**src/hw/rtl/mbld_pkg.sv**
```systemverilog
// Shared types and constants for the multi-button lockout debouncer.
package mbld_pkg;

    localparam int NOTE_COUNT     = 7;
    localparam int SELECTOR_COUNT = 3;
    localparam int TIME_BITS      = 32;
    localparam int NOW_W          = 32;
    localparam int BUTTON_W       = 4;
    localparam int LOCKOUT_W      = 16;
    localparam int NOTE_INDEX_W   = 3;
    localparam int NOTE_IDX_W     = (NOTE_COUNT > 1) ? $clog2(NOTE_COUNT) : 1;

    localparam logic [LOCKOUT_W-1:0] LOCKOUT_RESET = 16'd120;

    typedef enum logic [1:0] {
        EV_NONE = 2'd0,
        EV_SLOT = 2'd1,
        EV_NEXT = 2'd2,
        EV_PREV = 2'd3
    } sel_event_t;

    // One input item as held in the input register.
    typedef struct packed {
        logic [TIME_BITS-1:0] now;
        logic                 edge_valid;
        logic [BUTTON_W-1:0]  edge_button;
        logic                 poll_notes;
        logic                 poll_selector;
        logic                 take_event;
    } item_t;

endpackage

```
**src/hw/rtl/mbld_note_scan.sv**
```systemverilog
// Note button pending flags, timestamps and the lowest-index-first scan.
module mbld_note_scan (
    input  logic                                clk,
    input  logic                                rst_n,
    input  logic                                fire,
    input  mbld_pkg::item_t                     item,
    input  logic [mbld_pkg::LOCKOUT_W-1:0]      lockout,
    output logic                                note_valid,
    output logic [mbld_pkg::NOTE_INDEX_W-1:0]   note_index
);

    logic [mbld_pkg::NOTE_COUNT-1:0] pending_reg;
    logic [mbld_pkg::NOTE_COUNT-1:0] pending_next;
    logic [mbld_pkg::TIME_BITS-1:0]  stamp_reg  [mbld_pkg::NOTE_COUNT];
    logic [mbld_pkg::TIME_BITS-1:0]  stamp_next [mbld_pkg::NOTE_COUNT];
    logic [mbld_pkg::NOTE_COUNT-1:0] pend;
    logic [mbld_pkg::NOTE_COUNT-1:0] passed;
    logic [mbld_pkg::NOTE_IDX_W-1:0] win_idx;
    logic                            done;

    always_comb
    begin
        pend    = pending_reg;
        done    = 1'b0;
        win_idx = '0;
        for (int i = 0; i < mbld_pkg::NOTE_COUNT; i++)
        begin
            if (item.edge_valid && (int'(item.edge_button) == i))
            begin
                pend[i] = 1'b1;
            end
            passed[i] = ((item.now - stamp_reg[i])
                         >= mbld_pkg::TIME_BITS'(lockout));
            stamp_next[i] = stamp_reg[i];
        end
        pending_next = pend;
        // visited flags clear; scan stops at the first note past its lockout
        if (item.poll_notes)
        begin
            for (int i = 0; i < mbld_pkg::NOTE_COUNT; i++)
            begin
                if (!done && pend[i])
                begin
                    pending_next[i] = 1'b0;
                    if (passed[i])
                    begin
                        done          = 1'b1;
                        win_idx       = mbld_pkg::NOTE_IDX_W'(i);
                        stamp_next[i] = item.now;
                    end
                end
            end
        end
        note_valid = done;
        note_index = mbld_pkg::NOTE_INDEX_W'(win_idx);
    end

    always_ff @(posedge clk or negedge rst_n)
    begin
        if (!rst_n)
        begin
            pending_reg <= '0;
            for (int i = 0; i < mbld_pkg::NOTE_COUNT; i++)
            begin
                stamp_reg[i] <= '0;
            end
        end
        else if (fire)
        begin
            pending_reg <= pending_next;
            for (int i = 0; i < mbld_pkg::NOTE_COUNT; i++)
            begin
                stamp_reg[i] <= stamp_next[i];
            end
        end
    end

endmodule

```
**src/hw/rtl/mbld_sel_scan.sv**
```systemverilog
// Selector button flags, timestamps, latched event and event take.
module mbld_sel_scan (
    input  logic                            clk,
    input  logic                            rst_n,
    input  logic                            fire,
    input  mbld_pkg::item_t                 item,
    input  logic [mbld_pkg::LOCKOUT_W-1:0]  lockout,
    output mbld_pkg::sel_event_t            selector_event
);

    logic [mbld_pkg::SELECTOR_COUNT-1:0] pending_reg;
    logic [mbld_pkg::SELECTOR_COUNT-1:0] pending_next;
    logic [mbld_pkg::TIME_BITS-1:0]      stamp_reg  [mbld_pkg::SELECTOR_COUNT];
    logic [mbld_pkg::TIME_BITS-1:0]      stamp_next [mbld_pkg::SELECTOR_COUNT];
    logic [mbld_pkg::SELECTOR_COUNT-1:0] pend;
    logic [mbld_pkg::SELECTOR_COUNT-1:0] acc;
    mbld_pkg::sel_event_t                event_reg;
    mbld_pkg::sel_event_t                event_next;
    mbld_pkg::sel_event_t                scanned;

    always_comb
    begin
        pend = pending_reg;
        for (int i = 0; i < mbld_pkg::SELECTOR_COUNT; i++)
        begin
            if (item.edge_valid
                && (int'(item.edge_button) == mbld_pkg::NOTE_COUNT + i))
            begin
                pend[i] = 1'b1;
            end
            acc[i] = pend[i] && ((item.now - stamp_reg[i])
                                 >= mbld_pkg::TIME_BITS'(lockout));
            stamp_next[i] = (item.poll_selector && acc[i]) ? item.now : stamp_reg[i];
        end
        pending_next = item.poll_selector ? '0 : pend;

        // highest accepted selector wins
        scanned = event_reg;
        if (item.poll_selector)
        begin
            if (acc[0])
            begin
                scanned = mbld_pkg::EV_SLOT;
            end
            if (acc[1])
            begin
                scanned = mbld_pkg::EV_NEXT;
            end
            if (acc[2])
            begin
                scanned = mbld_pkg::EV_PREV;
            end
        end

        if (item.take_event)
        begin
            selector_event = scanned;
            event_next     = mbld_pkg::EV_NONE;
        end
        else
        begin
            selector_event = mbld_pkg::EV_NONE;
            event_next     = scanned;
        end
    end

    always_ff @(posedge clk or negedge rst_n)
    begin
        if (!rst_n)
        begin
            pending_reg <= '0;
            event_reg   <= mbld_pkg::EV_NONE;
            for (int i = 0; i < mbld_pkg::SELECTOR_COUNT; i++)
            begin
                stamp_reg[i] <= '0;
            end
        end
        else if (fire)
        begin
            pending_reg <= pending_next;
            event_reg   <= event_next;
            for (int i = 0; i < mbld_pkg::SELECTOR_COUNT; i++)
            begin
                stamp_reg[i] <= stamp_next[i];
            end
        end
    end

endmodule

```
**src/hw/rtl/multi_button_lockout_debouncer_unit.sv**
```systemverilog
// Top level of the multi-button lockout debouncer.
//
// Input channel (in_valid / in_stall) carries one item per transfer: the
// current time, an optional falling edge on one of seven note buttons or
// three selector buttons, and requests to poll notes, poll selectors and
// take the latched selector event. Every item gives exactly one result on
// the output channel (out_valid / out_stall): note_valid, note_index and
// selector_event.
// The input register feeds the single-pass scan logic, which updates all
// button state and loads the result register. Throughput is one item per
// cycle while the receiver does not stall.
// When the receiver stalls, the result register holds; one more item may
// sit in the input register, after which in_stall rises.
// lockout_ms is written through cfg_write / cfg_data; the user must write it
// only while the block is idle, which the block itself does not enforce.
// Reset clears all pending flags, timestamps and the latched event, and sets lockout_ms to 120.
module multi_button_lockout_debouncer_unit (
    input  logic                                clk,
    input  logic                                rst_n,
    input  logic                                cfg_write,
    input  logic [mbld_pkg::LOCKOUT_W-1:0]      cfg_data,
    input  logic                                in_valid,
    output logic                                in_stall,
    input  logic [mbld_pkg::NOW_W-1:0]          now_ms,
    input  logic                                edge_valid,
    input  logic [mbld_pkg::BUTTON_W-1:0]       edge_button,
    input  logic                                poll_notes,
    input  logic                                poll_selector,
    input  logic                                take_event,
    output logic                                out_valid,
    input  logic                                out_stall,
    output logic                                note_valid,
    output logic [mbld_pkg::NOTE_INDEX_W-1:0]   note_index,
    output logic [1:0]                          selector_event
);

    logic [mbld_pkg::LOCKOUT_W-1:0]    lockout_reg;
    logic                              s1_valid_reg;
    mbld_pkg::item_t                   s1_item_reg;
    logic                              out_valid_reg;
    logic                              note_valid_reg;
    logic [mbld_pkg::NOTE_INDEX_W-1:0] note_index_reg;
    mbld_pkg::sel_event_t              sel_event_reg;

    logic                              advance;
    logic                              accept;
    logic                              fire;
    logic                              scan_note_valid;
    logic [mbld_pkg::NOTE_INDEX_W-1:0] scan_note_index;
    mbld_pkg::sel_event_t              scan_sel_event;

    assign advance  = !out_valid_reg || !out_stall;
    assign in_stall = s1_valid_reg && !advance;
    assign accept   = in_valid && !in_stall;
    assign fire     = s1_valid_reg && advance;

    always_ff @(posedge clk or negedge rst_n)
    begin
        if (!rst_n)
        begin
            lockout_reg <= mbld_pkg::LOCKOUT_RESET;
        end
        else if (cfg_write)
        begin
            lockout_reg <= cfg_data;
        end
    end

    always_ff @(posedge clk or negedge rst_n)
    begin
        if (!rst_n)
        begin
            s1_valid_reg <= 1'b0;
        end
        else if (accept)
        begin
            s1_valid_reg <= 1'b1;
        end
        else if (advance)
        begin
            s1_valid_reg <= 1'b0;
        end
    end

    always_ff @(posedge clk)
    begin
        if (accept)
        begin
            s1_item_reg.now           <= now_ms[mbld_pkg::TIME_BITS-1:0];
            s1_item_reg.edge_valid    <= edge_valid;
            s1_item_reg.edge_button   <= edge_button;
            s1_item_reg.poll_notes    <= poll_notes;
            s1_item_reg.poll_selector <= poll_selector;
            s1_item_reg.take_event    <= take_event;
        end
    end

    mbld_note_scan u_note_scan (
        .clk        (clk),
        .rst_n      (rst_n),
        .fire       (fire),
        .item       (s1_item_reg),
        .lockout    (lockout_reg),
        .note_valid (scan_note_valid),
        .note_index (scan_note_index)
    );

    mbld_sel_scan u_sel_scan (
        .clk            (clk),
        .rst_n          (rst_n),
        .fire           (fire),
        .item           (s1_item_reg),
        .lockout        (lockout_reg),
        .selector_event (scan_sel_event)
    );

    always_ff @(posedge clk or negedge rst_n)
    begin
        if (!rst_n)
        begin
            out_valid_reg <= 1'b0;
        end
        else if (fire)
        begin
            out_valid_reg <= 1'b1;
        end
        else if (!out_stall)
        begin
            out_valid_reg <= 1'b0;
        end
    end

    always_ff @(posedge clk)
    begin
        if (fire)
        begin
            note_valid_reg <= scan_note_valid;
            note_index_reg <= scan_note_index;
            sel_event_reg  <= scan_sel_event;
        end
    end

    assign out_valid      = out_valid_reg;
    assign note_valid     = note_valid_reg;
    assign note_index     = note_index_reg;
    assign selector_event = sel_event_reg;

endmodule
```
**config.mk**
```make
export PLATFORM = sky130hd
export DESIGN_NAME = multi_button_lockout_debouncer_unit
export DESIGN_NICKNAME = d
export VERILOG_FILES = /design/src/hw/rtl/mbld_pkg.sv /design/src/hw/rtl/mbld_note_scan.sv /design/src/hw/rtl/mbld_sel_scan.sv /design/src/hw/rtl/multi_button_lockout_debouncer_unit.sv
export SDC_FILE = /design/constraint.sdc
export NUM_CORES = 1
export LEC_CHECK = 0
export BUFFER_PORTS_ARGS = -buffer_cell sky130_fd_sc_hd__buf_2
export CAP_MARGIN = 20
export CORE_ASPECT_RATIO = 0.6
export CORE_UTILIZATION = 45
export DETAILED_ROUTE_END_ITERATION = 8
export GPL_TIMING_DRIVEN = 0
export HOLD_SLACK_MARGIN = 0.08
export SLEW_MARGIN = 25
export SYNTH_ARGS = -nofsm -noshare
export SYNTH_HDL_FRONTEND = slang
export SYNTH_SLANG_ARGS = --single-unit
```
**constraint.sdc**
```tcl
create_clock -name clk -period 7.83 [get_ports clk]
set_clock_uncertainty 0.05 [all_clocks]
set_input_delay 1.566 -clock clk [delete_from_list [all_inputs] [get_ports clk]]
set_output_delay 1.566 -clock clk [all_outputs]
set_load 0.01 [all_outputs]
```
Word-level counts from Yosys, hierarchy flattened
Index checks and enable logic that the tools add are counted.
{ "op_classes": {"mux": 60, "n_shift": 0, "order_cmp": 10, "reduce_logical": 48, "div": 0, "multipliers": 0, "n_eq_ne": 10, "n_addsub": 10, "n_bitwise": 0} }
{ "ops": {"columns": ["op", "n"], "rows": [
  ["$ge A32 B16 Y1", 10],
  ["$sub A32 B32 Y32", 10],
  ["$mux W1", 41],
  ["$mux W3", 13],
  ["$reduce_and A4 Y1", 7],
  ["$logic_and A1 B1 Y1", 25],
  ["$eq A4 B4 Y1 const B", 6],
  ["$logic_not A1 Y1", 10],
  ["$mux W2", 5],
  ["$eq A4 B3 Y1 const B", 2],
  ["$mux W7", 1],
  ["$reduce_and A2 Y1", 3],
  ["$eq A4 B2 Y1 const B", 1],
  ["$logic_not A4 Y1", 1],
  ["$ne A2 B1 Y1 const B", 1],
  ["$reduce_bool A2 Y1", 1],
  ["$logic_or A1 B1 Y1", 1]
]} }
{ "totals": {"latchBits": 0, "elab_cells": 163, "ramBits": 0, "reg_bits": 396, "in_bits": 61, "out_inout_bits": 8, "rom_bits": 0, "n_memories": 0} }

Depth between registers and ports, before layout
Gate-level depths: netlist of the first run.
{ "depth": {"depth_word": 29, "mapped_depth": 28, "mapped_depth_nobuf": 27} }

Cells and area by module
A second synthesis of the first run with hierarchy kept.
{ "unflattened": {"hier_cells": 4245, "hier_area_um2": 37133.1} }
{ "modules_own_cells": {"columns": ["mod", "seq_area_each_um2", "area_each_um2", "cells_each", "instances"], "rows": [
  ["mbld_note_scan", 5780.5, 23922.9, 2832, 1],
  ["mbld_sel_scan", 2527.4, 11088.1, 1325, 1],
  ["multi_button_lockout_debouncer_unit", 1836.8, 2122.0, 88, 1]
]} }

Least setup slack after synthesis of the first run
Ideal clock, no wire load.
{ "synth_timing": {"path_kind": "flip-flop to flip-flop", "from": "reg s1_item_reg[9] (netlist bit)", "to": "reg u_note_scan.stamp_reg[23] (netlist bit)", "setup_time_ps": 125, "arrival_time_ps": 5912, "stages_incl_launch_ff": 27, "synth_period_minus_slack_ps": 6087, "path_slack_ps": 1743, "cell_sequence": "edfxtp_1 -> ha_1 -> nor2b_1 -> o21ai_0 -> a21oi_1 -> o21a_1 -> a21o_1 -> a21oi_1 -> nor2b_1 -> o21ai_0 -> nand2b_1 -> a21o_1 -> a21oi_1 -> xnor2_1 -> ha_1 -> a21oi_1 -> nor2b_1 -> o21ai_0 -> o21ai_0 -> nor4_1 -> o211ai_1 -> or4_1 -> a2111oi_0 -> a31oi_1 -> nand4b_1 -> clkbuf_1 -> mux2_2"} }
{ "synth_via": {"elab_chain_cells": 28, "word_cells_on_any_way": 45, "classes_between": "add/sub: 7; order compare: 7; mux: 18; reduce/logical: 13"} }
{ "synth_rtl": {"columns": ["item", "line_no", "rtl"], "rows": [
  ["start: declaration", "multi_button_lockout_debouncer_unit.sv:39", "mbld_pkg::item_t s1_item_reg;"],
  ["$sub A32 B32 Y32", "mbld_note_scan.sv:32", "passed[i] = ((item.now - stamp_reg[i])"],
  ["$ge A32 B16 Y1", "mbld_note_scan.sv:33", ">= mbld_pkg::TIME_BITS'(lockout));"],
  ["$mux W1", "mbld_note_scan.sv:45", "if (passed[i])"],
  ["$mux W1", "mbld_note_scan.sv:42", "if (!done && pend[i])"],
  ["$mux W1", "mbld_note_scan.sv:38", "if (item.poll_notes)"],
  ["$logic_not A1 Y1", "mbld_note_scan.sv:42", null],
  ["$logic_and A1 B1 Y1", "mbld_note_scan.sv:42", null],
  ["$mux W1", "mbld_note_scan.sv:42", null],
  ["[12 not listed]", null, null],
  ["$mux W1", "mbld_note_scan.sv:38", null],
  ["$logic_not A1 Y1", "mbld_note_scan.sv:42", null],
  ["$logic_and A1 B1 Y1", "mbld_note_scan.sv:42", null],
  ["$mux W1", "mbld_note_scan.sv:42", null],
  ["$mux W1", "mbld_note_scan.sv:38", null],
  ["$logic_not A1 Y1", "mbld_note_scan.sv:42", null],
  ["$logic_and A1 B1 Y1", "mbld_note_scan.sv:42", null],
  ["$reduce_and A4 Y1 (no line) (*)", null, null],
  ["end signal: indexed assignment", "mbld_note_scan.sv:73", "stamp_reg[i] <= stamp_next[i];"],
  ["end: declaration", "mbld_note_scan.sv:14", "logic [mbld_pkg::TIME_BITS-1:0] stamp_reg [mbld_pkg::NOTE_COUNT];"]
]} }
Every way passes the cells marked *; elsewhere a longest branch is shown, timed or not. The select of a mux whose other input is x is not followed.
A chain may end at the register's enable or synchronous reset.

Final worst setup path of the first run
{ "layout_timing": {"from": "reg s1_item_reg[8] (netlist bit)", "to": "reg u_note_scan.stamp_reg[66] (netlist bit)"} }
{ "layout_via": {"elab_chain_cells": 20, "word_cells_on_any_way": 31, "classes_between": "add/sub: 5; order compare: 5; mux: 12; reduce/logical: 9"} }
{ "layout_rtl": {"columns": ["item", "line_no"], "rows": [
  ["$sub A32 B32 Y32", "mbld_note_scan.sv:32"],
  ["$ge A32 B16 Y1", "mbld_note_scan.sv:33"],
  ["$mux W1", "mbld_note_scan.sv:45"],
  ["$mux W1", "mbld_note_scan.sv:42"],
  ["$mux W1", "mbld_note_scan.sv:38"],
  ["$logic_not A1 Y1", "mbld_note_scan.sv:42"],
  ["$logic_and A1 B1 Y1", "mbld_note_scan.sv:42"],
  ["$mux W1", "mbld_note_scan.sv:42"],
  ["[4 not listed]", null],
  ["$mux W1", "mbld_note_scan.sv:38"],
  ["$logic_not A1 Y1", "mbld_note_scan.sv:42"],
  ["$logic_and A1 B1 Y1", "mbld_note_scan.sv:42"],
  ["$mux W1", "mbld_note_scan.sv:42"],
  ["$mux W1", "mbld_note_scan.sv:38"],
  ["$logic_not A1 Y1", "mbld_note_scan.sv:42"],
  ["$logic_and A1 B1 Y1", "mbld_note_scan.sv:42"],
  ["$reduce_and A4 Y1 (no line) (*)", null]
]} }
Marks and branches as above.

==> results of run 1 <==
-- final cells by class --
type	instances	area, um^2
well taps	1066	1334
repair buffers	109	1031
multi-input cells	3318	24690
clock inverters	20	205.2
inverters	407	1531
clock buffers	62	1311
flip-flops and latches	396	10140
plain buffers	146	619.3
fillers	7718	39410
diodes	2	5.005
-- cells in the final DEF, fill, tap and decap left out, types with 22 or more instances in the layout --
master / Yosys / final
a211oi_1: 53 / 53
a21o_1: 128 / 128
a21oi_1: 377 / 377
a31oi_1: 44 / 43
and2_1: 25 / 24
and3_1: 25 / 25
buf_2: 11 / 78
buf_8: 0 / 24
clkbuf_1: 130 / 109
clkbuf_16: 0 / 46
clkbuf_2: 0 / 28
dfrtp_1: 346 / 346
edfxtp_1: 46 / 46
ha_1: 470 / 470
inv_1: 406 / 397
mux2_2: 225 / 225
mux2_4: 29 / 29
mux2i_1: 27 / 27
nand2_1: 296 / 296
nand2b_1: 49 / 49
nand3_1: 97 / 96
nand4_1: 60 / 60
nor2_1: 247 / 247
nor2b_1: 42 / 42
nor3_1: 72 / 71
nor4_1: 31 / 31
o2111ai_1: 25 / 25
o211ai_1: 49 / 49
o21a_1: 56 / 56
o21ai_0: 285 / 285
o21bai_1: 34 / 34
o31ai_1: 23 / 22
or3_1: 29 / 29
xnor2_1: 123 / 123
xor2_1: 73 / 73
-- report_power, final --
group | internal [mW] | total, mW | switching, mW
clock | 1.25 | 2.22 | 0.969
combinational | 3.75 | 9.02 | 5.28
sequential | 2.70 | 3.03 | 0.330
total | 7.69 | 14.3 | 6.58
-- worst register-to-register path, cell delays in order, from the launching register on --
cell and delay, ns:
edfxtp_1 0.36, buf_4 0.19, clkinvlp_4 0.10, buf_12 0.15, buf_4 0.15, ha_1 0.16, inv_1 0.05, fa_1 0.41
a21o_1 0.20, a221oi_2 0.51, a211oi_1 0.27, or2_2 0.40, xor2_1 0.17, ha_1 0.29, a21o_1 0.17, a221o_1 0.39
a2111oi_0 0.41, nand4_1 0.17, or4_1 0.53, nor3_1 0.20, o211ai_1 0.15, nor4_1 0.21, a31o_2 0.25, nand2_1 0.18
nor3_4 0.53, buf_2 0.43, mux2_2 0.38
-- metrics by stage --
stage / power (mW) / setup WS (ns) / instances / utilization / hold slack (ns)
final: 14.27 / 0.2358 / 5526 / 0.5091 / 0.4352
after detailed placement: 11.84 / -0.7027 / 5436 / 0.4888 / 0.4179
after global placement: 11.68 / -2.169 / 5401 / 0.4805 / 0.4151
after floorplan: 9.642 / 1.743 / 4267 / - / 0.3998
after CTS: 14.11 / 0.003544 / 5519 / 0.5082 / 0.4365
after global routing: 15.44 / 0.03898 / 5524 / 0.5090 / 0.4623
-- worst paths after layout --
kind                                start                          to  slack, ns
hold / removal               s1_valid_reg                   out_valid       0.44
setup reg to reg           s1_item_reg[8]   u_note_scan.stamp_reg[66]       0.24
max in group asynchronous           rst_n  u_note_scan.stamp_reg[146]       5.71
setup / recovery           s1_item_reg[8]   u_note_scan.stamp_reg[66]       0.24
hold reg to reg              s1_valid_reg                   out_valid       0.44
min in group asynchronous           rst_n    u_sel_scan.stamp_reg[32]       0.83
-- cells by family after synthesis --
kind of cell             after synthesis
AO/OA/AOI/OAI                       1285
AND/OR/NAND/NOR                     1075
buffers and inverters                553
adder cells (fa/ha/maj)              480
flip-flops                           396
multiplexers                         282
XOR/XNOR                             196
-- cells in the mapped netlist, types with 14 or more instances --
cell type	count	area, um^2
and3_1	25	156.4
or2_2	14	87.58
dfrtp_1	346	8658
o2111ai_1	25	219.0
o21ai_0	285	1426
o21a_1	56	420.4
mux2i_1	27	270.3
mux2_4	29	435.4
a211o_1	19	166.4
xnor2_1	123	1077
a211oi_1	53	397.9
edfxtp_1	46	1381
a21o_1	128	960.9
nor2_1	247	927.1
nor3b_1	18	135.1
a2111oi_0	18	157.7
a21boi_0	15	112.6
a221oi_1	15	131.4
and4_1	17	148.9
mux2_2	225	2534
inv_1	406	1524
o21bai_1	34	255.2
o22ai_1	16	100.1
o31ai_1	23	172.7
nand2_1	296	1111
or3_1	29	181.4
ha_1	470	5881
nand2b_1	49	306.5
a21oi_1	377	1887
nor4_1	31	193.9
nor3_1	72	360.4
xor2_1	73	639.4
and2_1	25	156.4
nand4_1	60	375.4
clkbuf_1	130	488.0
o211ai_1	49	367.9
a31oi_1	44	275.3
nand3_1	97	485.5
nor2b_1	42	262.8
-- what timing repair did --
action,CTS,global route
setup endpoints to repair,154,177
hold buffers,0,0
pin swaps,0,1
buffers inserted,1,4
resized for setup,5,10
-- per-layer routing --
| layer | vias up | global-route usage | part of all wire |
|---|---|---|---|
| met4 | 0 | 0.1022 | 0.036 |
| li1 | 15979 | - | - |
| met2 | 1404 | 0.4227 | 0.38 |
| met3 | 222 | 0.05938 | 0.096 |
| met1 | 16148 | 0.4870 | 0.49 |
| met5 | - | 0 | 0 |
==> summary.md, run 1 <==
| Metric | Value |
|---|---|
| Number of flip-flops under the largest register name | 224 |
| Xor and xnor area share after synthesis | 0.04652 |
| Top delay family on crit path | compound AO/OA/AOI/OAI gates |
| Worst VDD drop | approximately 220 uV |
| Number of flops mapped to enable cells by yosys | 46 |
| Largest net degree at the start of global routing | 87 |
| Min-Delay Path Class | reg2reg |
| Hpwl dp | 100.4 mm |
| Number of synthesis warnings | 0 |
| Final hold vios | 0 |
| Core Box Area | 0.08028 mm^2 |
| Period utilisation layout | 0.9699 |
| TritonCTS Buffers | 44 |
| Post-synth ARST share | 0.8838 |
| Mapped Area | 0.03690 mm^2 |
| Setup_tns | 0 ns |
| Setup crit start kind | flip-flop |
| Post-route cell area | around 0.041 mm^2 |
| Clock slew at reported path FFs | 0.07 ns |
| Largest family of logic cells by synthesized area | compound AO/OA/AOI/OAI gates |
| Leak | 18.40 nW |
| Maxcap violations | 0 |
| Stages on the worst setup path | 26 |
| GRT Util Overall | 0.3126 |
| Syn-to-layout area delta | 10.75% |
| Worst Path Max Fanout | 11 |
| Final setup violation count | 0 |
| Share of layout cells above drive strength 1 | 0.1209 |
| I/O Buffers | about 70 |
| I/O Pins | 69 |
| Number of global-route vias before repair | 30839 |
| Post-Synth Adder-Cell Area | 0.1648 |
| CP arrival | 8.01 ns |
| # rows | 80 |
| Post-route DRC | 0 |
| Synth Instances | 4267 |
| Top_reg_cell synth | dfrtp_1 |
| Worst Reg-to-Reg Cells | 26 |
| Global-route wire length before repair | 194.6 mm |
| Routed wire length | 131.2 mm |
| Clock Path Buffers | 3 |
| Status | finished clean |
| Chip width | 371.7 um |
| Pwr per Cell Area | about 350 mW/mm^2 |
| Worst EP required | 8.24 ns |
| Crit path time final | 7.594 ns |
| Root buffer cell | clkbuf_16 |
| WP buf/inv | 6 |
| Die area | 0.08319 mm^2 |
| Worst setup path class | reg2reg |
| Crit end category | flip-flop |
| Syn nets | 4808 |
| Flops & latches, synth | around 400 |
| RSZ-0062 raised after global routing | false |
| Proportion of synthesized area in mux cells | 0.08809 |
| Vias per Instance | 6.108 |
| Initial Util | 0.4597 |
| Routability cong. | 0.9668 |
| Critical-path top delay cell | or4_1 |
| Simple-Gate Fraction of Synth Area | 0.1450 |
| Sequential element share of the synthesized area | 0.2749 |
| Average cell area after synthesis | 8.648 um^2 |
| Post-DP Area | between 0.03 and 0.04 mm^2 |
| CTS tree | done |
| Die height | roughly 220 um |
| Initial antenna violation count | 5 |
| Initial DRC Count | 3481 |
| Max incr delay on CP | 0.53 ns |
| Hold Path Stages | 1 |
| Antenna Nets Post-Route | 0 |
| Layout Nets | 4963 |
| Final max-slew violation count | 0 |
| Post-DR wirelength/cell | 23.75 um |
| Synth cell types | 94 |
| DRT Pass-1 Iters | 6 |
| Total clock sinks | roughly 400 |
| Grt ovf | 0 |
| F_max | roughly 0.13 GHz |
| Slew @ Worst Pin | 1.197 ns |
| H-tree lvl count | 2 |
| Synth Area in Compound Gates | 0.2235 |
| Via count | about 34000 |
| Rel. slew slack | 0.2023 |
| Worst skew pair latency | 0.62 ns |
(Power assumes the default switching activity.)
==> run 2: changes to the inputs <==
==> constraint.sdc (replaced) <==
create_clock -name clk -period 8 [get_ports clk]
set_clock_uncertainty 0.05 [all_clocks]
set_input_delay 1.6 -clock clk [delete_from_list [all_inputs] [get_ports clk]]
set_output_delay 1.6 -clock clk [all_outputs]
set_load 0.01 [all_outputs]
==> run 2 against run 1 <==
Count of clock-buffer cells in the layout unchanged. Via count increased by 0.19%. Highest routed layer unchanged. Maximum frequency decreased by 2.0%.
==> summary.md, run 2 (synthesized netlist as in run 1, its figures left out) <==
| Metric | Value |
|---|---|
| Status | finished clean |
| Crit path time final | 7.746 ns |
| Maxcap violations | 0 |
| Setup_tns | 0 ns |
| Rel. slew slack | 0.1983 |
| WP buf/inv | 5 |
| Syn-to-layout area delta | 10.72% |
| Commonest cells after routing, fill and taps aside | ha_1, inv_1, a21oi_1 |
| Die area | 0.08319 mm^2 |
| Number of global-route vias before repair | 30824 |
| GRT Util Overall | 0.3125 |
| Worst Reg-to-Reg Cells | 24 |
| Most common cell after layout, fill and taps aside | ha_1 |
| # rows | 80 |
| Post-DR wirelength/cell | 23.75 um |
| CTS tree | done |
| Worst VDD drop | 213.0 uV |
| Grt ovf | 0 |
| Min-Delay Path Class | reg2reg |
| Worst skew pair latency | roughly 0.62 ns |
| Largest net degree at the start of global routing | 87 |
| Pre-CTS setup slack | -0.5327 ns |
| Total clock sinks | 396 |
| F_max | 0.1291 GHz |
| Final hold vios | 0 |
| Period utilisation layout | 0.9682 |
| Hold Startpoint | u_sel_scan.stamp_reg[1] |
| Initial antenna violation count | 6 |
| H-tree lvl count | 2 |
| RR Startpoint | s1_item_reg[8] |
| Worst setup path class | reg2reg |
| TritonCTS Buffers | between 40 and 50 |
| Die height | 223.8 um |
| Hold Path Stages | 2 |
| Final max-slew violation count | 0 |
| Clock slew at reported path FFs | 0.06 ns |
| Setup crit start kind | flip-flop |
| CTS Hold Bufs | 0 |
| Root buffer cell | clkbuf_16 |
| Number of flip-flops under the largest register name | ~220 |
| Crit end category | flip-flop |
| RSZ-0062 raised after global routing | false |
| Pwr per Cell Area | 341.7 mW/mm^2 |
| Hpwl dp | between 100 and 150 mm |
| Fillers | ~7700 |
| I/O Pins | between 60 and 70 |
| Critical-path top delay cell | edfxtp_1 |
| Vias per Instance | 6.119 |
| Initial DRC Count | 3619 |
| Critical Path, Cell by Cell | clkinvlp_4, buf_12, buf_4, ha_1, inv_1, fa_1, a21o_1, a221oi_2, a211oi_1, or2_2, xor2_1, ha_1, a21o_1, a221o_1, a2111oi_0, nand4_1, or4_1, nor3_1, o211ai_1, nor4_1, a31o_2, nand3b_1, clkbuf_1, mux2_2 |
| Leak | 18.40 nW |
| R2R Setup Slk | between 0.2 and 0.3 ns |
| Post-route DRC | 0 |
| Worst Path Max Fanout | 11 |
| Routed wire length | 131.3 mm |
| DRT Pass-1 Iters | 6 |
| Worst EP required | 8.44 ns |
| Clock Path Buffers | 3 |
| Layout Nets | 4963 |
| Share of layout cells above drive strength 1 | 0.1211 |
| Top delay family on crit path | compound AO/OA/AOI/OAI gates |
| Final worst setup slack | about 0.25 ns |
| Min-Delay Endpoint | u_sel_scan.stamp_reg[1] |
| I/O Buffers | 68 |
| Global-route wire length before repair | 194.6 mm |
| Final Non-Filler Cells | 5526 |
| Slew @ Worst Pin | between 1 and 1.5 ns |
| Storage cell area | 0.01014 mm^2 |
| Antenna Nets Post-Route | 0 |
| Chip width | 371.7 um |
| Via count | roughly 34000 |
| Inst Count DP | 5436 |
| Multi-input gate area | ~0.025 mm^2 |
| Core Box Area | about 0.08 mm^2 |
| Max incr delay on CP | roughly 0.65 ns |
| Final setup violation count | 0 |
| Routability cong. | between 0.9 and 1 |
| CP arrival | roughly 8.2 ns |
| Initial Util | 0.4597 |
| R2R Path End | u_note_scan.stamp_reg[103] |
[run 2: layout make-up]
| class | instances | area share |
|---|---|---|
| multi-input cells | 3318 | 0.6042 |
| flip-flops and latches | 396 | 0.2483 |
| inverters | 407 | 0.03748 |
| well taps | 1066 | 0.03265 |
| clock buffers | 62 | 0.03209 |
| repair buffers | 109 | 0.02493 |
| plain buffers | 146 | 0.01519 |
| clock inverters | 20 | 0.005022 |
| diodes | 2 | 0.0001225 |
[run 2: worst register-to-register path: stages (launching register included)]
cell and delay [ns]:
edfxtp_1 0.65, clkinvlp_4 0.21, buf_12 0.16, buf_4 0.15, ha_1 0.16, inv_1 0.05
fa_1 0.41, a21o_1 0.20, a221oi_2 0.52, a211oi_1 0.28, or2_2 0.40, xor2_1 0.17
ha_1 0.30, a21o_1 0.17, a221o_1 0.39, a2111oi_0 0.41, nand4_1 0.16, or4_1 0.53
nor3_1 0.20, o211ai_1 0.16, nor4_1 0.21, a31o_2 0.25, nand3b_1 0.45, clkbuf_1 0.58
mux2_2 0.41
[run 2: timing repair]
action	4_1_cts	5_1_grt
setup buffers	0	5
gates resized for setup	4	13
endpoints found under the setup margin	149	119
pin swaps	0	1
[run 2: power breakdown]
group          switching [mW]  internal, mW
Sequential              0.323          2.64
Clock                   0.945          1.22
Combinational            5.16          3.67
Total                    6.43          7.53
[run 2: how the worst max path moves through the flow]
stage | from | to | slack, ns | depth (start not counted)
2_1_floorplan | s1_item_reg[9] | u_note_scan.stamp_reg[23] | 1.91 | 26
4_1_cts | s1_item_reg[8] | u_sel_scan.stamp_reg[48] | 0.04 | 27
3_3_place_gp | rst_n | u_note_scan.stamp_reg[154] | -2.03 | 1
3_5_place_dp | s1_item_reg[8] | u_note_scan.stamp_reg[30] | -0.53 | 23
5_1_grt | s1_item_reg[8] | u_note_scan.stamp_reg[27] | 0.03 | 30
6_report | s1_item_reg[8] | u_note_scan.stamp_reg[103] | 0.25 | 24
[run 2: per-stage QoR]
step	power, mW	instance area [um^2]	util	hold WS, ns
global route	15.12	40850	0.5089	0.4623
CTS	13.81	40770	0.5079	0.4365
detailed placement	11.58	39240	0.4888	0.4179
floorplan	9.437	36900	-	0.3998
global placement	11.44	38570	0.4805	0.4151
finish	13.96	40860	0.5089	0.4364
[run 2: metal layers]
metal  track usage  vias to the layer above  wire [um]
li1              -                    15978          -
met1        0.4874                    16170      63780
met2        0.4228                     1457      50090
met3       0.05875                      211      12700
met4        0.1015                        0       4703
met5             0                        -          0
